$ cat src/hw/rtl/sevq_pkg.sv
// Package for the severity priority queue: widths, codes, entry and cell link types.
// It also holds the helper functions for severity levels and rooms.
// It depends on nothing; every other file of the block imports it.
package sevq_pkg;

	// Sizing of the waiting list.
	localparam int CAPACITY = 16;
	localparam int ID_BITS  = 16;
	localparam int IDX_W    = $clog2(CAPACITY);
	localparam int CNT_W    = $clog2(CAPACITY + 1);

	// Field widths of the command and response items.
	localparam int PID_W    = 16;
	localparam int SEV_W    = 3;
	localparam int STATUS_W = 2;
	localparam int ROOM_W   = 2;
	localparam int WCNT_W   = 5;

	// Severity levels 0 to 4.
	localparam int SEV_LEVELS = 5;
	localparam int SEV_MAX    = 4;

	typedef logic [ID_BITS-1:0]    id_t;
	typedef logic [SEV_W-1:0]      sev_t;
	typedef logic [IDX_W-1:0]      idx_t;
	typedef logic [CNT_W-1:0]      cnt_t;
	typedef logic [SEV_LEVELS-1:0] lvl_t;

	typedef enum logic [0:0] {
		MODE_ADD  = 1'b0,
		MODE_CALL = 1'b1
	} mode_t;

	typedef enum logic [STATUS_W-1:0] {
		STATUS_ADDED  = 2'd0,
		STATUS_CALLED = 2'd1,
		STATUS_EMPTY  = 2'd2,
		STATUS_FULL   = 2'd3
	} status_t;

	typedef enum logic [ROOM_W-1:0] {
		ROOM_CONSULT = 2'd0,
		ROOM_EXAM    = 2'd1,
		ROOM_EMERG   = 2'd2
	} room_t;

	typedef enum logic [0:0] {
		ST_IDLE   = 1'b0,
		ST_COMMIT = 1'b1
	} state_t;

	// One waiting entry as held in a cell.
	typedef struct packed {
		id_t  id;
		sev_t sev;
	} entry_t;

	// Broadcast control from the sequencer to every cell.
	typedef struct packed {
		logic   append;
		logic   remove;
		sev_t   best;
		cnt_t   count;
		entry_t new_entry;
	} cell_ctrl_t;

	// Signals handed from one cell to the next along the row.
	typedef struct packed {
		logic hit;
		id_t  id;
		lvl_t lvl;
	} chain_t;

	// One-hot mark of a severity level.
	function automatic lvl_t lvl_of(input sev_t sev);
		return lvl_t'(1) << sev;
	endfunction

	// Highest severity above zero present in a level mask, or zero.
	function automatic sev_t best_of(input lvl_t lvl);
		sev_t best;
		best = '0;
		for (int k = 1; k <= SEV_MAX; k++) begin
			if (lvl[k]) begin
				best = sev_t'(k);
			end
		end
		return best;
	endfunction

	// Room that serves a given severity.
	function automatic room_t room_of(input sev_t sev);
		room_t room;
		case (sev)
			sev_t'(4): room = ROOM_EMERG;
			sev_t'(3): room = ROOM_EXAM;
			default:   room = ROOM_CONSULT;
		endcase
		return room;
	endfunction

endpackage

$ cat src/hw/rtl/sevq_if.sv
// Valid/ready channel interfaces for the command and response items.
// They depend on sevq_pkg for the field widths.
interface sevq_cmd_if;
	import sevq_pkg::*;

	logic             valid;
	logic             ready;
	logic             mode;
	logic [PID_W-1:0] patient_id;
	logic [SEV_W-1:0] severity;

	modport source(output valid, output mode, output patient_id, output severity,
		input ready);
	modport sink(input valid, input mode, input patient_id, input severity,
		output ready);
endinterface

interface sevq_rsp_if;
	import sevq_pkg::*;

	logic                valid;
	logic                ready;
	logic [STATUS_W-1:0] status;
	logic [PID_W-1:0]    called_id;
	logic [ROOM_W-1:0]   room;
	logic [WCNT_W-1:0]   waiting_count;

	modport source(output valid, output status, output called_id, output room,
		output waiting_count, input ready);
	modport sink(input valid, input status, input called_id, input room,
		input waiting_count, output ready);
endinterface

$ cat src/hw/rtl/sevq_cell.sv
// One cell of the waiting list row: holds a single entry and passes level,
// hit and id information on to the next cell. Depends on sevq_pkg.
module sevq_cell (
	input  logic                   clk,
	input  sevq_pkg::cell_ctrl_t   ctrl,
	input  sevq_pkg::idx_t         cell_idx,
	input  sevq_pkg::chain_t       chain_in,
	output sevq_pkg::chain_t       chain_out,
	input  sevq_pkg::entry_t       right_entry,
	output sevq_pkg::entry_t       entry
);
	import sevq_pkg::*;

	entry_t entry_q;
	logic   valid;
	logic   match;

	// The cell holds a live entry when its place lies below the fill count.
	assign valid = CNT_W'(cell_idx) < ctrl.count;
	assign match = valid && (entry_q.sev == ctrl.best);

	// Pass on the levels seen so far, and the first entry at the best level.
	always_comb begin
		chain_out.hit = chain_in.hit | match;
		chain_out.lvl = chain_in.lvl | (valid ? lvl_of(entry_q.sev) : '0);
		if (chain_in.hit) begin
			chain_out.id = chain_in.id;
		end else if (match) begin
			chain_out.id = entry_q.id;
		end else begin
			chain_out.id = '0;
		end
	end

	// Load a new entry at the tail, or close the gap left by a removed entry.
	always_ff @(posedge clk) begin
		if (ctrl.append && (CNT_W'(cell_idx) == ctrl.count)) begin
			entry_q <= ctrl.new_entry;
		end else if (ctrl.remove && chain_out.hit) begin
			entry_q <= right_entry;
		end
	end

	assign entry = entry_q;

endmodule

$ cat src/hw/rtl/severity_priority_queue_unit.sv
// A command item is accepted only in the idle state, so a new command waits until the
// last one is through. The idle state scans the cell row for the highest severity; the
// commit state, which waits while an earlier response is still held, applies the append
// or the shift along the row and registers the result.
// Reset clears the fill count, the sequencer and the response slot; entry contents
// are left as they are and are only read below the fill count.
module severity_priority_queue_unit (
	input logic      clk,
	input logic      arst_n,
	sevq_cmd_if.sink   cmd,
	sevq_rsp_if.source rsp
);
	import sevq_pkg::*;

	state_t     state_q;
	state_t     state_next;
	cnt_t       count_q;
	cnt_t       count_next;
	logic       mode_q;
	entry_t     new_q;
	sev_t       best_q;
	logic       cmd_fire;
	logic       commit;
	logic       full;
	cell_ctrl_t ctrl;
	status_t    status_next;

	logic                rsp_valid_q;
	status_t             status_q;
	logic [PID_W-1:0]    called_id_q;
	room_t               room_q;
	logic [WCNT_W-1:0]   waiting_count_q;

	chain_t chain [CAPACITY+1];
	entry_t entries [CAPACITY];
	entry_t right [CAPACITY];

	// The row of cells.
	assign chain[0] = '0;
	for (genvar i = 0; i < CAPACITY; i++) begin : g_cell
		if (i == CAPACITY - 1) begin : g_last
			assign right[i] = entries[i];
		end else begin : g_mid
			assign right[i] = entries[i+1];
		end
		sevq_cell u_cell (
			.clk        (clk),
			.ctrl       (ctrl),
			.cell_idx   (IDX_W'(i)),
			.chain_in   (chain[i]),
			.chain_out  (chain[i+1]),
			.right_entry(right[i]),
			.entry      (entries[i])
		);
	end

	// Next state.
	always_comb begin
		state_next = state_q;
		unique case (state_q)
			ST_IDLE:   if (cmd.valid) state_next = ST_COMMIT;
			ST_COMMIT: if (!rsp_valid_q || rsp.ready) state_next = ST_IDLE;
			default:   state_next = ST_IDLE;
		endcase
	end

	// Sequencer outputs.
	always_comb begin
		cmd.ready = 1'b0;
		commit    = 1'b0;
		unique case (state_q)
			ST_IDLE:   cmd.ready = 1'b1;
			ST_COMMIT: commit = !rsp_valid_q || rsp.ready;
			default: ;
		endcase
	end

	assign cmd_fire = cmd.valid && cmd.ready;
	assign full     = count_q == CNT_W'(CAPACITY);

	// Broadcast control to the cells.
	always_comb begin
		ctrl.append    = commit && (mode_q == MODE_ADD) && !full;
		ctrl.remove    = commit && (mode_q == MODE_CALL) && (best_q != '0);
		ctrl.best      = best_q;
		ctrl.count     = count_q;
		ctrl.new_entry = new_q;
	end

	// Result status and the fill count after the item.
	always_comb begin
		count_next = count_q;
		if (mode_q == MODE_ADD) begin
			status_next = full ? STATUS_FULL : STATUS_ADDED;
			if (!full) count_next = count_q + CNT_W'(1);
		end else begin
			status_next = (best_q != '0) ? STATUS_CALLED : STATUS_EMPTY;
			if (best_q != '0) count_next = count_q - CNT_W'(1);
		end
	end

	// Sequencer state and fill count.
	always_ff @(posedge clk or negedge arst_n) begin
		if (!arst_n) begin
			state_q <= ST_IDLE;
			count_q <= '0;
		end else begin
			state_q <= state_next;
			if (commit) count_q <= count_next;
		end
	end

	// Command capture; the best level is taken from the row while it is steady.
	always_ff @(posedge clk) begin
		if (cmd_fire) begin
			mode_q     <= cmd.mode;
			new_q.id   <= ID_BITS'(cmd.patient_id);
			new_q.sev  <= (cmd.severity > SEV_W'(SEV_MAX)) ? '0 : cmd.severity;
			best_q     <= best_of(chain[CAPACITY].lvl);
		end
	end

	// Response slot.
	always_ff @(posedge clk or negedge arst_n) begin
		if (!arst_n) begin
			rsp_valid_q <= 1'b0;
		end else if (commit) begin
			rsp_valid_q <= 1'b1;
		end else if (rsp.ready) begin
			rsp_valid_q <= 1'b0;
		end
	end

	always_ff @(posedge clk) begin
		if (commit) begin
			status_q        <= status_next;
			called_id_q     <= ctrl.remove ? PID_W'(chain[CAPACITY].id) : '0;
			room_q          <= ctrl.remove ? room_of(best_q) : ROOM_CONSULT;
			waiting_count_q <= WCNT_W'(count_next);
		end
	end

	assign rsp.valid         = rsp_valid_q;
	assign rsp.status        = status_q;
	assign rsp.called_id     = called_id_q;
	assign rsp.room          = room_q;
	assign rsp.waiting_count = waiting_count_q;

	// The fill count never passes the capacity.
	assert property (@(posedge clk) disable iff (!arst_n) count_q <= CNT_W'(CAPACITY))
		else $error("fill count above capacity");

	// A removal always finds an entry at the best level in the row.
	assert property (@(posedge clk) disable iff (!arst_n) ctrl.remove |-> chain[CAPACITY].hit)
		else $error("removal without a matching cell");

	// A removal shortens the list by exactly one.
	assert property (@(posedge clk) disable iff (!arst_n)
		ctrl.remove |=> count_q == $past(count_q) - CNT_W'(1))
		else $error("fill count not decremented on removal");

	// A dropped add is reported only with a full list.
	assert property (@(posedge clk) disable iff (!arst_n)
		(rsp_valid_q && status_q == STATUS_FULL) |-> waiting_count_q == WCNT_W'(CAPACITY))
		else $error("full status with a list that is not full");

endmodule
$ cat src/flat_wrapper.sv
// flat-port wrapper written by rule: the top's interface ports become plain ports
module severity_priority_queue_unit_flat import sevq_pkg::*;
  (clk, arst_n, cmd_valid, cmd_mode, cmd_patient_id, cmd_severity, cmd_ready, rsp_valid, rsp_status, rsp_called_id, rsp_room, rsp_waiting_count, rsp_ready);
  sevq_cmd_if cmd_i ();
  sevq_rsp_if rsp_i ();
  input logic clk;
  input logic arst_n;
  input wire logic [$bits(cmd_i.valid)-1:0] cmd_valid;
  input wire logic [$bits(cmd_i.mode)-1:0] cmd_mode;
  input wire logic [$bits(cmd_i.patient_id)-1:0] cmd_patient_id;
  input wire logic [$bits(cmd_i.severity)-1:0] cmd_severity;
  output wire logic [$bits(cmd_i.ready)-1:0] cmd_ready;
  output wire logic [$bits(rsp_i.valid)-1:0] rsp_valid;
  output wire logic [$bits(rsp_i.status)-1:0] rsp_status;
  output wire logic [$bits(rsp_i.called_id)-1:0] rsp_called_id;
  output wire logic [$bits(rsp_i.room)-1:0] rsp_room;
  output wire logic [$bits(rsp_i.waiting_count)-1:0] rsp_waiting_count;
  input wire logic [$bits(rsp_i.ready)-1:0] rsp_ready;
  assign cmd_i.valid = cmd_valid;
  assign cmd_i.mode = cmd_mode;
  assign cmd_i.patient_id = cmd_patient_id;
  assign cmd_i.severity = cmd_severity;
  assign cmd_ready = cmd_i.ready;
  assign rsp_valid = rsp_i.valid;
  assign rsp_status = rsp_i.status;
  assign rsp_called_id = rsp_i.called_id;
  assign rsp_room = rsp_i.room;
  assign rsp_waiting_count = rsp_i.waiting_count;
  assign rsp_i.ready = rsp_ready;
  severity_priority_queue_unit u_core (.clk(clk), .arst_n(arst_n), .cmd(cmd_i), .rsp(rsp_i));
endmodule
$ cat config.mk
export PLATFORM = sky130hd
export DESIGN_NAME = severity_priority_queue_unit_flat
export DESIGN_NICKNAME = d
export VERILOG_FILES = /design/src/hw/rtl/sevq_pkg.sv /design/src/hw/rtl/sevq_if.sv /design/src/hw/rtl/sevq_cell.sv /design/src/hw/rtl/severity_priority_queue_unit.sv /design/src/flat_wrapper.sv
export SDC_FILE = /design/constraint.sdc
export NUM_CORES = 1
export LEC_CHECK = 0
export ABC_AREA = 1
export BUFFER_PORTS_ARGS = -buffer_cell sky130_fd_sc_hd__buf_2
export CELL_PAD_IN_SITES_DETAIL_PLACEMENT = 0
export CELL_PAD_IN_SITES_GLOBAL_PLACEMENT = 1
export CORE_UTILIZATION = 42
export CTS_CLUSTER_SIZE = 30
export DETAILED_ROUTE_END_ITERATION = 8
export MAX_ROUTING_LAYER = met4
export PLACE_DENSITY = 0.8
export SKIP_CTS_REPAIR_TIMING = 1
export SLEW_MARGIN = 30
export SYNTH_ARGS = -nofsm -noshare
export SYNTH_HDL_FRONTEND = slang
export SYNTH_SLANG_ARGS = --single-unit
$ cat constraint.sdc
create_clock -name clk -period 5 [get_ports clk]
set_input_delay 0.25 -clock clk [delete_from_list [all_inputs] [get_ports clk]]
set_output_delay 0.25 -clock clk [all_outputs]
set_load 0.005 [all_outputs]
==> impl_metrics.env <==
export IMPL_regArea_um2=10700
export IMPL_num_antenna_cells=0
export IMPL_clockRootBuffer="clkbuf_16"
export IMPL_synth_edf_count=352
export IMPL_muxShareOfSynthArea_pct=0.264
export IMPL_ys_seq_area_share_pct=56.7
export IMPL_fp_dieArea_um2=46000
export IMPL_syn_nets=2162
export IMPL_layout_common_cells="nand2_1 (630), edfxtp_1 (352), o21ai_0 (348)"
export IMPL_start_util_pct=42.7
export IMPL_cp_start_kind="register"
export IMPL_fillers=4201
export IMPL_hpwlAfterDp_um=38300
export IMPL_reg2reg_to="u_core.g_cell[14].u_cell.entry[0]"
export IMPL_critPathMaxFanout=19
export IMPL_irDropWorstVdd_mv=0.368
export IMPL_cts_max_level=2
export IMPL_hp_class="input port to register"
export IMPL_fin_crit_ps=4150
export IMPL_grt_setup_unrepaired="false"
export IMPL_r2r_start="u_core.count_q[2]"
export IMPL_max_slew_worst_pin_slew_ps=856
export IMPL_cts_made_buffers=41
export IMPL_ios=51
export IMPL_final_core_util_pct=47.9
export IMPL_path_cells="inv_1, o21ai_1, nand3_1, inv_2, nor2_4, nand4_4, nor2_4, nand4_4, nor2_4, nand3_4, nand2_1, nand2_1"
export IMPL_drc_errors=0
export IMPL_finalHoldViolCount=1
export IMPL_fin_hold_ws_ps=-8.40
export IMPL_avgViaCountPerCell=5.34
export IMPL_clk_latency_ps=560
export IMPL_clkTransAtPathRegs_ps=60
export IMPL_grt_use_total_pct=22.7
export IMPL_crit_path_max_incr_delay_ps=570
export IMPL_critPathCapture="u_core.g_cell[14].u_cell.entry[0]"
export IMPL_drtPass1Iterations=5
export IMPL_rows=77
export IMPL_yosys_warnings=0
export IMPL_finalCritPeriodShare_pct=83.0
export IMPL_syn_cell_area_um2=18900
export IMPL_end_kind="register"
export IMPL_fin_setup_tns_ps=0
export IMPL_first_iter_violations=1324
export IMPL_synth_compound_area_share_pct=11.7
export IMPL_drt_wl_total_um=50400
export IMPL_multiInputGateArea_um2=7030
export IMPL_final_common_cell="nand2_1"
export IMPL_synthFlopType="edfxtp_1"
export IMPL_r2r_slack_ps=850
export IMPL_die_w_um=214
export IMPL_violations="hold timing"
export IMPL_ys_types=53
export IMPL_synth_xor_area_share_pct=1.25
export IMPL_synth_async_reset_ratio_pct=1.95
export IMPL_antenna_found_initial=0
export IMPL_finalPower_w=0.0124
export IMPL_portBuffers=50
export IMPL_syn_to_final_growth_pct=12.1
export IMPL_setup_viol=0
export IMPL_grt_pass1_vias=14200
export IMPL_timing_fmax_mhz=241
export IMPL_routabilityCongestion=0.905
export IMPL_drv_slew=0
export IMPL_syn_area_per_cell_um2=8.88
export IMPL_crit_required_ps=5100
export IMPL_core_um2=44300
export IMPL_synthAdderAreaFrac_pct=0.330
export IMPL_slew_limit_headroom_pct=42.8
export IMPL_grt_ovfl_total=0
export IMPL_arrival_ps=4250
export IMPL_p_leak_nw=8.79
export IMPL_critPathLaunch="u_core.count_q[2]"
export IMPL_nNetsFinal=2196
export IMPL_cpMostUsedCell="nor2_4"
export IMPL_status="finished, violations left"
export IMPL_cap_violations=0
export IMPL_synthCells=2133
export IMPL_grt_max_degree=40
export IMPL_num_vias=14900
export IMPL_synthSimpleGateAreaFrac_pct=23.4
export IMPL_crit_path_top_delay_cell="dfrtp_1"
export IMPL_die_h_um=214
export IMPL_cts_tree="done"
export IMPL_ys_seq_elements=359
export IMPL_power_density_nw_per_um2=582
export IMPL_grt_first_pass_wirelength_um=79900
export IMPL_synth_top_family_by_area="simple AND/OR/NAND/NOR gates"
export IMPL_critical_path_class="register to register"
export IMPL_fin_skew_ps=20.0
export IMPL_drive_gt1_share_pct=9.37
export IMPL_clkSinkCount=359
export IMPL_wl_per_cell_um=18.1
export IMPL_cts_buffer_depth=3
export IMPL_worst_r2r_cell_count=12
export IMPL_drtAntennaViolNets=0
==> through the flow <==
| step | hold slack (ps) | std cells | worst slack, ps | area [um^2] |
|---|---|---|---|---|
| finish | -8.40 | 2790 | 848 | 21200 |
| global route | 17.6 | 2790 | 451 | 21200 |
| detailed placement | 110 | 2697 | 832 | 19800 |
| CTS | -486 | 2771 | 818 | 21100 |
| global placement | 102 | 2697 | 979 | 19800 |
| floorplan | -45.6 | 2133 | 1380 | 18900 |
==> cell families (layout without fill, tap and decap cells) <==
kind of cell	after synthesis	after routing
xor+xnor	27	27
flops	359	359
compound gates	425	425
buf+inv	306	371
simple gates	1006	1006
fa+ha+maj	5	5
mux	5	5
==> registers in the layout (all words and copies together) (netlist names), 2 cells and up <==
signal and count:
u_core.g_cell.u_cell.entry 304, u_core.ctrl 19, u_core.rsp.called_id 16, u_core.count_q 5, u_core.rsp.waiting_count 5, u_core.best_q 3
u_core.rsp.room 2, u_core.rsp.status 2
==> cell usage after synthesis (all sizes together) (7+ instances only) <==
| cell type | n | area [um^2] |
|---|---|---|
| nand2 | 632 | 2380 |
| o21ai | 366 | 1840 |
| edfxtp | 352 | 10600 |
| inv | 171 | 644 |
| nand3 | 132 | 688 |
| nor2 | 121 | 537 |
| clkbuf | 93 | 349 |
| nand4 | 70 | 517 |
| buf | 37 | 198 |
| a21oi | 30 | 150 |
| nor4 | 28 | 175 |
| xor2 | 20 | 175 |
| nor3 | 16 | 85.1 |
| dfrtp | 7 | 175 |
| xnor2 | 7 | 61.3 |
==> layout make-up <==
class	count	share of cell area, %
clock buffers	50	4.99
repair buffers	121	3.91
flip-flops and latches	359	50.6
multi-input cells	1468	33.1
inverters	176	3.12
well taps	592	3.49
clock inverters	24	0.825
==> per-layer routing <==
layer / GRT usage (%) / wire length, um
met1: 30.2 / 22800
met2: 36.4 / 23500
met3: 3.13 / 2970
met5: - / 0
met4: 6.17 / 1080
==> where the power goes <==
group	switching [W]	total [W]	internal [W]	leakage (nW)
registers	0.000401	0.00464	0.00424	3.31
clock network	0.00123	0.00284	0.00161	0.610
logic	0.00348	0.00489	0.00141	4.87
==> how the worst min path moves through the flow <==
stage,slack (ps),start,cells after the start,to
6_report,-8,cmd_valid,3,u_core.state_q
2_1_floorplan,-50,arst_n,0,u_core.count_q[0]
3_3_place_gp,100,arst_n,1,u_core.rsp.valid
5_1_grt,20,cmd_valid,3,u_core.state_q
4_1_cts,-490,arst_n,1,u_core.count_q[4]
3_5_place_dp,110,arst_n,1,u_core.rsp.valid
==> critical path, delay by kind of cell, from the launching register on <==
kind	cells	cell delay, ps
AND/OR/NAND/NOR	9	2460
flip-flops	1	570
buffers and inverters	2	470
AO/OA/AOI/OAI	1	200
Power figures use the tool's default switching activity.
